File: src/rtl/core/rtcd_pkg.sv
// Shared types, codes and keyword tables for the RGB text command decoder.
`timescale 1ns / 1ps

package rtcd_pkg;

    localparam int unsigned StateW = 4;
    localparam int unsigned ColorW = 2;
    localparam int unsigned ByteW  = 8;
    localparam int unsigned DutyW  = 16;
    localparam int unsigned IdxW   = 3;

    // parser phases
    localparam logic [StateW-1:0] ST_START  = 4'd0;
    localparam logic [StateW-1:0] ST_WORD   = 4'd1;
    localparam logic [StateW-1:0] ST_WS     = 4'd2;
    localparam logic [StateW-1:0] ST_SIGN   = 4'd3;
    localparam logic [StateW-1:0] ST_DIGITS = 4'd4;
    localparam logic [StateW-1:0] ST_OFF    = 4'd5;
    localparam logic [StateW-1:0] ST_GOT    = 4'd6;
    localparam logic [StateW-1:0] ST_FAIL   = 4'd7;

    // target selection
    localparam logic [ColorW-1:0] COLOR_RED   = 2'd0;
    localparam logic [ColorW-1:0] COLOR_GREEN = 2'd1;
    localparam logic [ColorW-1:0] COLOR_BLUE  = 2'd2;
    localparam logic [ColorW-1:0] COLOR_OFF   = 2'd3;

    // characters
    localparam logic [ByteW-1:0] CH_CR    = 8'd13;
    localparam logic [ByteW-1:0] CH_LF    = 8'd10;
    localparam logic [ByteW-1:0] CH_TAB   = 8'd9;
    localparam logic [ByteW-1:0] CH_SPACE = 8'd32;
    localparam logic [ByteW-1:0] CH_PLUS  = 8'd43;
    localparam logic [ByteW-1:0] CH_MINUS = 8'd45;
    localparam logic [ByteW-1:0] CH_ZERO  = 8'd48;
    localparam logic [ByteW-1:0] CH_NINE  = 8'd57;
    localparam logic [ByteW-1:0] CH_R     = 8'd114;
    localparam logic [ByteW-1:0] CH_G     = 8'd103;
    localparam logic [ByteW-1:0] CH_B     = 8'd98;
    localparam logic [ByteW-1:0] CH_O     = 8'd111;

    typedef struct packed {
        logic [ByteW-1:0] red;
        logic [ByteW-1:0] green;
        logic [ByteW-1:0] blue;
    } t_levels;

    // keyword length per target
    function automatic logic [ByteW-1:0] word_len(input logic [ColorW-1:0] t);
        logic [ByteW-1:0] len;
        case (t)
            COLOR_RED:   len = 8'd3;
            COLOR_GREEN: len = 8'd5;
            COLOR_BLUE:  len = 8'd4;
            default:     len = 8'd3;
        endcase
        return len;
    endfunction

    // character idx of the keyword for target t
    function automatic logic [ByteW-1:0] word_char(input logic [ColorW-1:0] t,
                                                   input logic [IdxW-1:0]   idx);
        logic [ByteW-1:0] ch;
        ch = 8'd0;
        case (t)
            COLOR_RED: begin
                case (idx)
                    3'd0:    ch = "r";
                    3'd1:    ch = "e";
                    3'd2:    ch = "d";
                    default: ch = 8'd0;
                endcase
            end
            COLOR_GREEN: begin
                case (idx)
                    3'd0:    ch = "g";
                    3'd1:    ch = "r";
                    3'd2:    ch = "e";
                    3'd3:    ch = "e";
                    3'd4:    ch = "n";
                    default: ch = 8'd0;
                endcase
            end
            COLOR_BLUE: begin
                case (idx)
                    3'd0:    ch = "b";
                    3'd1:    ch = "l";
                    3'd2:    ch = "u";
                    3'd3:    ch = "e";
                    default: ch = 8'd0;
                endcase
            end
            default: begin
                case (idx)
                    3'd0:    ch = "o";
                    3'd1:    ch = "f";
                    3'd2:    ch = "f";
                    default: ch = 8'd0;
                endcase
            end
        endcase
        return ch;
    endfunction

endpackage

File: src/rtl/core/rtcd_parser.sv
// Line parser: keyword match, number capture and the three color levels.
`timescale 1ns / 1ps

module rtcd_parser (
    input  logic                    i_clk,
    input  logic                    i_rst_n,
    input  logic                    i_accept,
    input  logic [7:0]              i_byte,
    output rtcd_pkg::t_levels       o_next_levels
);
    import rtcd_pkg::*;

    logic [StateW-1:0] r_state, n_state;
    logic [ColorW-1:0] r_color, n_color;
    logic [ByteW-1:0]  r_acc,   n_acc;
    logic              r_neg,   n_neg;
    t_levels           r_lvl,   n_lvl;

    logic              is_ws;
    logic              is_digit;
    logic [ByteW-1:0]  digit;
    logic [ByteW-1:0]  value;
    logic [ByteW-1:0]  acc_inc;
    logic [ByteW-1:0]  acc_x10;
    logic [ByteW-1:0]  len;

    always_comb begin
        is_ws    = (i_byte == CH_SPACE) || (i_byte >= CH_TAB && i_byte <= CH_CR);
        is_digit = (i_byte >= CH_ZERO) && (i_byte <= CH_NINE);
        digit    = i_byte - CH_ZERO;
        value    = r_neg ? (8'd0 - r_acc) : r_acc;
        acc_inc  = r_acc + 8'd1;
        acc_x10  = {r_acc[4:0], 3'b000} + {r_acc[6:0], 1'b0};
        len      = word_len(r_color);

        n_state = r_state;
        n_color = r_color;
        n_acc   = r_acc;
        n_neg   = r_neg;
        n_lvl   = r_lvl;

        if (i_accept) begin
            if (i_byte == CH_CR) begin
                // end of line: commit a captured number or an exact "off"
                if (r_state == ST_DIGITS || r_state == ST_GOT) begin
                    case (r_color)
                        COLOR_RED:   n_lvl.red   = value;
                        COLOR_GREEN: n_lvl.green = value;
                        COLOR_BLUE:  n_lvl.blue  = value;
                        default:     n_lvl       = r_lvl;
                    endcase
                end else if (r_state == ST_OFF) begin
                    n_lvl = '0;
                end
                n_state = ST_START;
                n_color = COLOR_RED;
                n_acc   = '0;
                n_neg   = 1'b0;
            end else begin
                case (r_state)
                    ST_START: begin
                        n_state = ST_WORD;
                        n_acc   = 8'd1;
                        if (i_byte == CH_R)      n_color = COLOR_RED;
                        else if (i_byte == CH_G) n_color = COLOR_GREEN;
                        else if (i_byte == CH_B) n_color = COLOR_BLUE;
                        else if (i_byte == CH_O) n_color = COLOR_OFF;
                        else begin
                            n_state = ST_FAIL;
                            n_acc   = r_acc;
                        end
                    end
                    ST_WORD: begin
                        if (r_acc >= len || i_byte != word_char(r_color, r_acc[IdxW-1:0])) begin
                            n_state = ST_FAIL;
                        end else if (acc_inc == len) begin
                            n_acc   = '0;
                            n_state = (r_color == COLOR_OFF) ? ST_OFF : ST_WS;
                        end else begin
                            n_acc = acc_inc;
                        end
                    end
                    ST_WS: begin
                        if (is_ws) begin
                            n_state = r_state;
                        end else if (i_byte == CH_PLUS) begin
                            n_state = ST_SIGN;
                        end else if (i_byte == CH_MINUS) begin
                            n_neg   = 1'b1;
                            n_state = ST_SIGN;
                        end else if (is_digit) begin
                            n_acc   = digit;
                            n_state = ST_DIGITS;
                        end else begin
                            n_state = ST_FAIL;
                        end
                    end
                    ST_SIGN: begin
                        if (is_digit) begin
                            n_acc   = digit;
                            n_state = ST_DIGITS;
                        end else begin
                            n_state = ST_FAIL;
                        end
                    end
                    ST_DIGITS: begin
                        if (is_digit) n_acc = acc_x10 + digit;
                        else          n_state = ST_GOT;
                    end
                    ST_GOT: begin
                        n_state = r_state;
                    end
                    default: begin
                        // "off" followed by anything, and failed lines
                        n_state = ST_FAIL;
                    end
                endcase
            end
        end
    end

    always_ff @(posedge i_clk) begin
        if (!i_rst_n) begin
            r_state <= ST_START;
            r_color <= COLOR_RED;
            r_acc   <= '0;
            r_neg   <= 1'b0;
            r_lvl   <= '0;
        end else begin
            r_state <= n_state;
            r_color <= n_color;
            r_acc   <= n_acc;
            r_neg   <= n_neg;
            r_lvl   <= n_lvl;
        end
    end

    assign o_next_levels = n_lvl;

endmodule

File: src/rtl/core/rtcd_out_stage.sv
// Result register: echo beat, trailing newline beat and squared PWM duties.
`timescale 1ns / 1ps

module rtcd_out_stage (
    input  logic                    i_clk,
    input  logic                    i_rst_n,
    input  logic                    i_accept,
    input  logic [7:0]              i_byte,
    input  rtcd_pkg::t_levels       i_levels,
    output logic                    o_can_accept,
    output logic                    o_m_tvalid,
    input  logic                    i_m_tready,
    output logic [55:0]             o_m_tdata,
    output logic                    o_m_tlast
);
    import rtcd_pkg::*;

    logic             r_valid;
    logic             r_nl_pend;
    logic [ByteW-1:0] r_tx;
    logic             r_last;
    logic [DutyW-1:0] r_red, r_green, r_blue;
    logic             take;

    assign take         = r_valid && i_m_tready;
    assign o_can_accept = !r_nl_pend && (!r_valid || i_m_tready);

    always_ff @(posedge i_clk) begin
        if (!i_rst_n) begin
            r_valid   <= 1'b0;
            r_nl_pend <= 1'b0;
        end else if (i_accept) begin
            r_valid   <= 1'b1;
            r_nl_pend <= (i_byte == CH_CR);
        end else if (take) begin
            // a pending newline goes out right after the echoed return
            r_valid   <= r_nl_pend;
            r_nl_pend <= 1'b0;
        end
    end

    always_ff @(posedge i_clk) begin
        if (i_accept) begin
            r_tx    <= i_byte;
            r_last  <= (i_byte != CH_CR);
            r_red   <= DutyW'(i_levels.red)   * DutyW'(i_levels.red);
            r_green <= DutyW'(i_levels.green) * DutyW'(i_levels.green);
            r_blue  <= DutyW'(i_levels.blue)  * DutyW'(i_levels.blue);
        end else if (take && r_nl_pend) begin
            r_tx   <= CH_LF;
            r_last <= 1'b1;
        end
    end

    assign o_m_tvalid = r_valid;
    assign o_m_tdata  = {r_blue, r_green, r_red, r_tx};
    assign o_m_tlast  = r_last;

endmodule

File: src/rtl/core/rgb_text_command_decoder_top.sv
// Top level of the RGB text command decoder.
`timescale 1ns / 1ps

// Takes received characters one beat at a time and parses lines ended by
// carriage return: "red N", "green N", "blue N" (optional whitespace and
// sign, N taken modulo 256) set one 8-bit level, and a line of exactly "off"
// clears all three. Every character is echoed as one output beat; a return
// gives two beats, the return (tlast low) and then a newline (tlast high).
// Every beat carries the squares of the levels after that character was
// parsed. A character is accepted every cycle while the output is taken;
// a return holds the input until the return beat has been taken, so that
// the single output register can send the newline beat.
module rgb_text_command_decoder_top (
    input  logic        i_clk,
    input  logic        i_rst_n,
    input  logic        i_s_tvalid,
    output logic        o_s_tready,
    input  logic [7:0]  i_s_tdata,   // [7:0] rx_byte
    output logic        o_m_tvalid,
    input  logic        i_m_tready,
    output logic [55:0] o_m_tdata,   // [7:0] tx_byte, [23:8] red_duty,
                                     // [39:24] green_duty, [55:40] blue_duty
    output logic        o_m_tlast    // last_of_run
);
    import rtcd_pkg::*;

    logic    can_accept;
    logic    accept;
    t_levels next_levels;

    assign o_s_tready = can_accept;
    assign accept     = i_s_tvalid && can_accept;

    rtcd_parser u_parser (
        .i_clk         (i_clk),
        .i_rst_n       (i_rst_n),
        .i_accept      (accept),
        .i_byte        (i_s_tdata),
        .o_next_levels (next_levels)
    );

    rtcd_out_stage u_out (
        .i_clk        (i_clk),
        .i_rst_n      (i_rst_n),
        .i_accept     (accept),
        .i_byte       (i_s_tdata),
        .i_levels     (next_levels),
        .o_can_accept (can_accept),
        .o_m_tvalid   (o_m_tvalid),
        .i_m_tready   (i_m_tready),
        .o_m_tdata    (o_m_tdata),
        .o_m_tlast    (o_m_tlast)
    );

endmodule
File: config.mk
export PLATFORM = sky130hd
export DESIGN_NAME = rgb_text_command_decoder_top
export DESIGN_NICKNAME = d
export VERILOG_FILES = /design/src/rtl/core/rtcd_pkg.sv /design/src/rtl/core/rtcd_parser.sv /design/src/rtl/core/rtcd_out_stage.sv /design/src/rtl/core/rgb_text_command_decoder_top.sv
export SDC_FILE = /design/constraint.sdc
export NUM_CORES = 1
export LEC_CHECK = 0
export BUFFER_PORTS_ARGS = -buffer_cell sky130_fd_sc_hd__buf_4
export CAP_MARGIN = 10
export CORE_ASPECT_RATIO = 1.4
export CORE_MARGIN = 1.5
export CORE_UTILIZATION = 55
export CTS_BUF_LIST = sky130_fd_sc_hd__clkbuf_4 sky130_fd_sc_hd__clkbuf_8
export DETAILED_ROUTE_END_ITERATION = 16
export PLACE_DENSITY = 0.75
export SLEW_MARGIN = 20
export SYNTH_ARGS = -nofsm -noshare
export SYNTH_HDL_FRONTEND = slang
export SYNTH_SLANG_ARGS = --single-unit
File: constraint.sdc
create_clock -name i_clk -period 9.9 [get_ports i_clk]
set_input_delay 0.99 -clock i_clk [delete_from_list [all_inputs] [get_ports i_clk]]
set_output_delay 0.99 -clock i_clk [all_outputs]
set_load 0.02 [all_outputs]
# --- Word-level counts from Yosys, hierarchy flattened ---
# Index checks and enable logic that the tools add are counted.
word_totals:
  elab_cells: 153
  out_inout_bits: 59
  register_bits: 98
  inputBits: 12
op_classes:
  n_reduce_logical: 28
  n_eq_ne: 35
  n_mux: 63
  magnitude_cmp: 5
  multipliers: 3
  n_addsub: 5
op_table:
  columns: ["cell", "count"]
  rows:
  - ["8-bit 2-to-1 mux", 21]
  - ["24-bit 2-to-1 mux", 4]
  - ["7-bit case mux with 4 select lines", 2]
  - ["8-bit by 8-bit multiplier with 16-bit output", 3]
  - ["4-bit 2-to-1 mux", 10]
  - ["8-bit case mux with 5 select lines", 1]
  - ["8-bit by 7-bit == test with 1-bit output (second input constant)", 4]
  - ["8-bit by 6-bit == test with 1-bit output (second input constant)", 3]
  - ["4-bit case mux with 6 select lines", 1]
  - ["8-bit case mux with 3 select lines", 1]
  - ["7-bit case mux with 3 select lines", 1]
  - ["8-bit adder", 2]
  - ["3-bit by 2-bit inequality test with 1-bit output (second input constant)", 5]
  - ["2-bit 2-to-1 mux", 7]
  - ["7-bit case mux with 2 select lines", 1]
  - ["4-bit by 3-bit == test with 1-bit output (second input constant)", 3]
  - ["1-bit 2-to-1 mux", 11]
  - ["5-bit AND reduction", 2]
  - ["2-bit nonzero test", 5]
  - ["8-bit by 1-bit adder with 8-bit output (second input constant)", 1]
  - ["4-bit by 2-bit == test with 1-bit output (second input constant)", 2]
  - ["8-bit by 3-bit == test with 1-bit output", 1]
  - ["8-bit by 4-bit == test with 1-bit output (second input constant)", 1]
  - ["8-bit by 3-bit greater-or-equal comparator with 1-bit output", 1]
  - ["other kinds (31)", 46]

# --- Longest topological paths before layout ---
# Gate-level depths: netlist of the first run.
depth:
  ltp_word: 12
  mapped_depth: 27
  depth_no_buf: 24

# --- By module ---
# Synthesis of the first run repeated with hierarchy kept, for this count alone.
hier_totals:
  hier_cells: 1122
  hier_area_um2: 10232.3
by_module_without_submodules:
  columns: ["module", "instances", "area_per_inst_um2", "seq_area_each_um2", "cells_each"]
  rows:
  - ["rtcd_out_stage", 1, 6945.4, 1661.6, 701]
  - ["rtcd_parser", 1, 3280.6, 760.7, 420]
  - ["rgb_text_command_decoder_top", 1, 6.3, 0.0, 1]

# --- Worst setup path before layout of the first run ---
# OpenSTA, ideal clock, no wires.
synth_path:
  kind: "in2reg"
  from: "input i_m_tready"
  to: "register u_out.r_red[14], data pin"
  required_ns: 9.641
  setup_slack_ns: 2.838
  setup_ns: 0.259
  n_path_buf: 0
  stages: 19
  arrival_ns: 6.803
  path_cell_list: "nand2b_1 -> nand3_1 -> clkinv_1 -> nand2_1 -> nor2_1 -> a32oi_2 -> nor2_1 -> fa_1 -> fa_1 -> inv_1 -> fa_1 -> fa_1 -> inv_1 -> ha_1 -> or3_1 -> o21ai_0 -> o31ai_1 -> o211ai_1 -> xnor2_1"
synth_between:
  elab_chain_len: 5
synth_lines:
  columns: ["item", "line", "text"]
  rows:
  - ["from (decl)", "rgb_text_command_decoder_top.sv:20", "input logic i_m_tready,"]
  - ["1-bit logical OR", "rtcd_out_stage.sv:26", "assign o_can_accept = !r_nl_pend && (!r_valid || i_m_tready);"]
  - ["1-bit logical AND", "rtcd_out_stage.sv:26", null]
  - ["1-bit logical AND", "rgb_text_command_decoder_top.sv:32", "assign accept = i_s_tvalid && can_accept;"]
  - ["named net accept", "rgb_text_command_decoder_top.sv:28", "logic accept;"]
  - ["24-bit 2-to-1 mux", "rtcd_parser.sv:42", "if (i_accept) begin"]
  - ["8-bit by 8-bit multiplier with 16-bit output", "rtcd_out_stage.sv:46", "r_red <= DutyW'(i_levels.red) * DutyW'(i_levels.red);"]
  - ["to (signal assigned)", "rtcd_out_stage.sv:46", null]
  - ["to (decl)", "rtcd_out_stage.sv:22", "logic [DutyW-1:0] r_red, r_green, r_blue;"]
# The timed path passes the listed nets, and every way through them passes these cells.
# A chain may end at the register's enable or synchronous reset.

# --- Final worst setup path of the first run ---
layout_path:
  from: "input i_s_tdata[4]"
  to: "register u_out.r_red[13], data pin"
layout_between:
  elab_chain_len: 4
layout_lines:
  columns: ["item", "line", "text"]
  rows:
  - ["from (decl)", "rgb_text_command_decoder_top.sv:18", "input logic [7:0] i_s_tdata,"]
  - ["8-bit by 4-bit == test with 1-bit output", "rtcd_parser.sv:43", "if (i_byte == CH_CR) begin"]
  - ["24-bit 2-to-1 mux", "rtcd_parser.sv:43", null]
  - ["24-bit 2-to-1 mux", "rtcd_parser.sv:42", null]
  - ["8-bit by 8-bit multiplier with 16-bit output", "rtcd_out_stage.sv:46", null]
# No other way between the ends.

==> results of run 1 <==
-- cell type report --
cell class	count	area share, %
Clock buffer	9	1.16
Clock inverter	7	0.607
Inverter	168	5.88
Multi-Input combinational cell	771	62.3
Sequential cell	94	22.6
Tap cell	236	2.75
Timing Repair Buffer	68	4.76
-- registers in the layout (all words and copies together) (netlist names), 2 cells and up --
register / flops
u_parser.r_color: 2
u_parser.r_acc: 8
u_parser.r_state: 3
u_out.r_blue: 15
u_out.r_green: 15
u_parser.r_lvl: 24
u_out.r_tx: 8
u_out.r_red: 15
-- kinds of logic after synthesis --
group	Yosys count	synth area share, %
compound gates	169	13.2
xor+xnor	70	6.19
fa+ha+maj	192	30.3
buf+inv	209	8.21
flops	94	24.5
mux	14	1.45
other cells	1	0.0379
simple gates	323	16.2
-- layout by cell type (no fill, tap or decap), types with 7 or more instances in the layout --
| cell | Yosys | routed |
|---|---|---|
| a21o_1 | 10 | 10 |
| a21oi_1 | 32 | 32 |
| a22oi_1 | 10 | 10 |
| a22oi_2 | 12 | 12 |
| and2_1 | 12 | 12 |
| buf_4 | 4 | 68 |
| clkbuf_8 | 0 | 9 |
| dfxtp_1 | 40 | 40 |
| edfxtp_1 | 54 | 54 |
| fa_1 | 80 | 80 |
| ha_1 | 112 | 112 |
| inv_1 | 164 | 164 |
| mux2i_1 | 11 | 11 |
| nand2_1 | 43 | 43 |
| nand2b_1 | 12 | 12 |
| nand3_1 | 18 | 18 |
| nor2_1 | 120 | 120 |
| nor2b_1 | 34 | 34 |
| nor3_1 | 19 | 19 |
| nor4_1 | 7 | 7 |
| o211ai_1 | 7 | 7 |
| o21a_1 | 7 | 7 |
| o21ai_0 | 23 | 23 |
| o31ai_1 | 7 | 7 |
| or2_2 | 14 | 14 |
| or3_1 | 8 | 8 |
| xnor2_1 | 57 | 57 |
| xor2_1 | 13 | 13 |
-- final timing paths --
check | depth (start not counted) | slack, ns | endpoint
max | 22 | 2.40 | u_out.r_red[13]
min | 2 | 0.52 | u_out.r_nl_pend
max reg2reg | 23 | 3.08 | u_out.r_green[15]
min reg2reg | 2 | 0.52 | u_out.r_nl_pend
-- layer usage --
layer	global-route usage [%]	wire [um]	share of wire [%]
met5	0	0	0
met4	10.8	701	3.5
met3	2.35	804	4.1
met2	40.3	10200	51
met1	28.3	8160	41
-- critical path, stage by stage --
cell and delay, ns:
buf_4 0.14, inv_1 0.15, ha_1 0.17, or3b_1 0.38, or2_0 0.41, a2111oi_4 0.58
o21ai_2 0.27, a22oi_1 0.82, or2_2 0.27, inv_1 0.06, fa_1 0.48, fa_1 0.55
inv_1 0.06, fa_1 0.52, fa_1 0.57, inv_1 0.05, ha_1 0.24, or3_1 0.41
o211ai_1 0.25, nand2_1 0.08, nor2_1 0.12, xnor2_1 0.08
-- stage by stage --
stage / instances / utilization (%)
finish: 1353 / 61.4
global route: 1353 / 61.4
CTS: 1353 / 61.4
detailed placement: 1337 / 60.3
global placement: 1337 / 60.3
floorplan: 1074 / -
-- where the power goes --
group	internal, W	leakage [nW]	total, W	switching, W
Clock	0.000115	0.0964	0.000262	0.000147
Combinational	0.0000458	3.97	0.000118	0.0000720
Sequential	0.000426	0.850	0.000438	0.0000120
Total	0.000587	4.92	0.000818	0.000231
==> results.toml, run 1 <==
[run_status]
status = "completed"

[pwr]
ir_drop_v = 0.0000515
p_leak_nw = 4.92
p_per_area_mw_per_mm2 = 76.3
totalPowerFinal_w = 0.000818

[sta]
fmax_ghz = 0.133
setup_ws_ns = 2.40
worstMarginPinSlew_ns = 1.00
finalHoldViolCount = 0
timing.final.crit_share_pct = 75.8
finalSetupTns_ns = 0
fin_hold_ws_ns = 0.523
slew_headroom_pct = 33.4
setup-violations-final = 0
fin_skew_ns = 0.00420
fin_crit_ns = 7.50
slew_violations = 0
rsz0062_at_grt = "no"

[critical_path]
r2r-start = "u_out.o_m_tvalid"
crit_type = "in2reg"
cp_data_required_time_ns = 10.05
cp-end-kind = "flip-flop"
startpoint = "i_s_tdata[4]"
worst-path-max-fanout = 11
cp-start-kind = "input port"
critPathArrivalTime_ns = 7.65

[synthesis]
yosysTopAreaCellShare_pct = 16.4
ys_seq_elements = 94
async_reset_ff_share_pct = 0
ys_warn_count = 0
yosys_most_used_dff = "edfxtp_1"
syn_avg_cell_area_um2 = 9.24
yosysTopAreaCell = "edfxtp_1"
ys_seq_area_share_pct = 24.5
ys_types = 77
synthCells = 1072
synth_edf_count = 54
yosysMostFrequentCell = "inv_1"
synth.area.top_cells = "edfxtp_1, fa_1, ha_1, dfxtp_1, inv_1"
syn_area_mm2 = 0.00990
ys_top_cells_by_count = "inv_1, nor2_1, ha_1, fa_1, xnor2_1"

[clock_network]
cts.repair.resized = 0
cts_tree = "yes"
clockBufferDepth = 2
clkLatencyLatePin_ns = 0.39
cts_made_buffers = 9
htree_levels = 3
post_cts_buffers = 0
root_buffer = "clkbuf_8"
cts_sinks = 94
cts_hold_buf = 0
path_clk_slew_ns = 0.09

[drt]
routed_wire_length_per_instance_um = 14.6
drt_wl_total_mm = 19.8
drt_iter0_drc = 521
drc_errors = 0
first_pass_iters = 8
vias = 7481
ant_nets = 0
vias_per_cell = 5.53

[hold_path]
hold_start = "u_out.r_nl_pend"
hp-class = "reg2reg"

[layout]
nets = 1316
drive_gt1_share_pct = 12.1
register_area_mm2 = 0.00242
n_antenna_cell = 0
area_growth_pct = 8.28
final_area_mm2 = 0.0107
multi_input_area_mm2 = 0.00668
nFillCells = 1539

[grt]
antenna_found_initial = 0
grt_overflow_total = 0
grt_pass1_wl_mm = 34.8
grt_pass1_vias = 7462
track_usage_pct = 23.1
grt_max_degree = 55

[placed_design]
detailed_place.area_mm2 = 0.0105
dp_slack_ns = 2.06
gp_congestion = 0.911
io_buffers = 67
dpl.hpwl_mm = 15.2

[die]
die_x_um = 116
core_area_mm2 = 0.0175
fp-row-count = 57
io-pin-count = 71
start_util_pct = 56.7
die_area_mm2 = 0.0188
die_h_um = 162

[run]
cap_viol_max_count = 0
Power figures use the tool's default switching activity.
==> run 2: changes to the inputs <==
- PLACE_DENSITY: 0.75 -> 0.78
- clock period: 9.9 -> 6.8 ns (I/O delays scaled with it)
==> run 2 against run 1 <==
  * Critical path depth rose by 1
  * Setup slack got worse by 2.0 ns
  * Non-clock buffer count increased by 84
  * Hold slack got worse by 0.0055 ns
  * Count of clock-buffer cells in the layout rose by 2
  * Cell count is 6.2% higher
  * Core utilization up 4.1 points
  * Clock power grew 81%
  * Total power rose by 58%
  * Critical endpoint is now u_out.r_blue[14]
  * Largest power group unchanged
  * Highest routed layer unchanged
==> results.toml, run 2 (synthesis results as in run 1) <==
[hold_path]
hold_path_depth = 2
holdPathEnd = "u_out.r_nl_pend"
hp-class = "reg2reg"
hold_start = "u_out.r_nl_pend"

[sta]
fin_skew_ns = 0.0179
slew_violations = 0
timing.final.crit_share_pct = 94.4
slew_headroom_pct = 52.2
finalSetupTns_ns = 0
setup_ws_ns = 0.380
fmax_ghz = 0.156
fin_crit_ns = 6.42
setup-violations-final = 0
worstMarginPinSlew_ns = 0.714
finalHoldViolCount = 0

[pwr]
pwr-share-comb_pct = 14.2
p_leak_nw = 5.34
totalPowerFinal_w = 0.00129
swShare_pct = 26.2
p_int_w = 0.000952
ir_drop_v = 0.000110
p_sw_w = 0.000339
p_seq_share_pct = 49.0
p_clk_share_pct = 36.8
p_per_area_mw_per_mm2 = 113

[placed_design]
dpl.hpwl_mm = 16.4
gp_congestion = 0.917
detailed_place.area_mm2 = 0.0112
io_buffers = 67
dp_slack_ns = -0.134

[drt]
drc_errors = 0
vias_per_cell = 5.44
drt_wl_total_mm = 20.9
routed_wire_length_per_instance_um = 14.6
first_pass_iters = 5
vias = 7811
drt_iter0_drc = 509
ant_nets = 0

[layout]
final_cell_mix = "inv_1, buf_4, nor2_1, ha_1, fa_1"
final_area_mm2 = 0.0114
register_area_mm2 = 0.00242
nFillCells = 1403
area_growth_pct = 15.5
multi_input_area_mm2 = 0.00669
fin_util_pct = 65.4
n_antenna_cell = 0
drive_gt1_share_pct = 18.6
largest_reg_flops = 24
regMostFlops = "u_parser.r_lvl"
nets = 1400
layout_commonest_cell = "inv_1"

[run_status]
status = "completed"

[critical_path]
r2r-end = "u_out.r_green[15]"
r2r-start = "u_parser.r_acc[1]"
worstPathCellList = "buf_4, inv_1, ha_1, or3b_1, or2_0, buf_4, a2111oi_4, buf_4, o21ai_2, buf_4, a22oi_2, nor2_1, fa_1, fa_1, inv_1, fa_1, fa_1, inv_1, ha_1, o41ai_1, o21ai_0, o211ai_1, xnor2_1"
ff2ff_setup_slack_ns = 0.67
r2r_cells = 22
critPathArrivalTime_ns = 6.56
crit_type = "in2reg"
cp-end-kind = "flip-flop"
cp_data_required_time_ns = 6.94
worst-path-max-fanout = 6
cp-start-kind = "input port"
cpPeakStageDelay_ns = 0.56
slowest_stage = "fa_1"

[clock_network]
cts_made_buffers = 9
cts_tree = "yes"
path_clk_slew_ns = 0.10
post_cts_buffers = 0
htree_levels = 3
clkLatencyLatePin_ns = 0.39
clockBufferDepth = 2
root_buffer = "clkbuf_8"
cts_hold_buf = 0
cts_sinks = 94

[die]
core_area_mm2 = 0.0175
die_h_um = 162
fp-row-count = 57
die_x_um = 116
start_util_pct = 56.7
io-pin-count = 71
die_area_mm2 = 0.0188

[grt]
grt_pass1_wl_mm = 36.0
grt_overflow_total = 0
track_usage_pct = 23.8
antenna_found_initial = 0
grt_max_degree = 54
grt_pass1_vias = 8011

[run]
cap_viol_max_count = 0
run 2: power by group through the flow:
stage / clock network, W / logic, W / registers [W]
after floorplan: 0 / 0.0000957 / 0.000666
after global placement: 0 / 0.000178 / 0.000645
after detailed placement: 0 / 0.000180 / 0.000646
after CTS: 0.000483 / 0.000181 / 0.000633
after global routing: 0.000502 / 0.000198 / 0.000636
final: 0.000475 / 0.000183 / 0.000633
run 2: metal layers:
layer  GRT usage, %  vias up  routed length [um]
met2           42.4      191               10900
met5              0        -                   0
met3           2.95       60                 821
met1           28.2     3731                8320
li1               -     3829                   -
met4           11.1        0                 838
run 2: worst max path at each step:
stage                  from                to  slack (ns)  cells after the start
6_report       i_s_tdata[5]  u_out.r_blue[14]        0.38                     23
5_1_grt        i_s_tdata[5]  u_out.r_blue[15]      -0.001                     29
4_1_cts        i_s_tdata[5]  u_out.r_blue[15]        0.26                     27
3_5_place_dp   i_s_tdata[5]  u_out.r_blue[13]       -0.13                     27
3_3_place_gp   i_s_tdata[4]  u_out.r_blue[14]       -0.07                     23
2_1_floorplan    i_m_tready   u_out.r_red[14]        0.05                     19
run 2: final cells by class:
type                            count  share of cell area [%]
Clock inverter                      5                   0.941
Timing Repair Buffer              152                    9.98
Clock buffer                       11                    1.27
Tap cell                          236                    2.58
Multi-Input combinational cell    771                    58.5
Sequential cell                    94                    21.2
Inverter                          168                    5.52
run 2: repair_timing:
action / in CTS / in global routing
gates resized for setup: 0 / 3
hold endpoints to repair: 0 / 0
endpoints found under the setup margin: 0 / 4
run 2: through the flow:
step | std cells | hold WS (ns)
2_1_floorplan | 1074 | 0.482
3_3_place_gp | 1421 | 0.501
3_5_place_dp | 1421 | 0.513
4_1_cts | 1437 | 0.525
5_1_grt | 1437 | 0.554
6_report | 1437 | 0.518
run 2: worst max-delay path: cells and delay by family:
kind            cells  cell delay (ns)
compound gates      6             1.62
simple gates        3             0.83
xor+xnor            1             0.09
fa+ha+maj           6             2.48
buf+inv             7             0.85
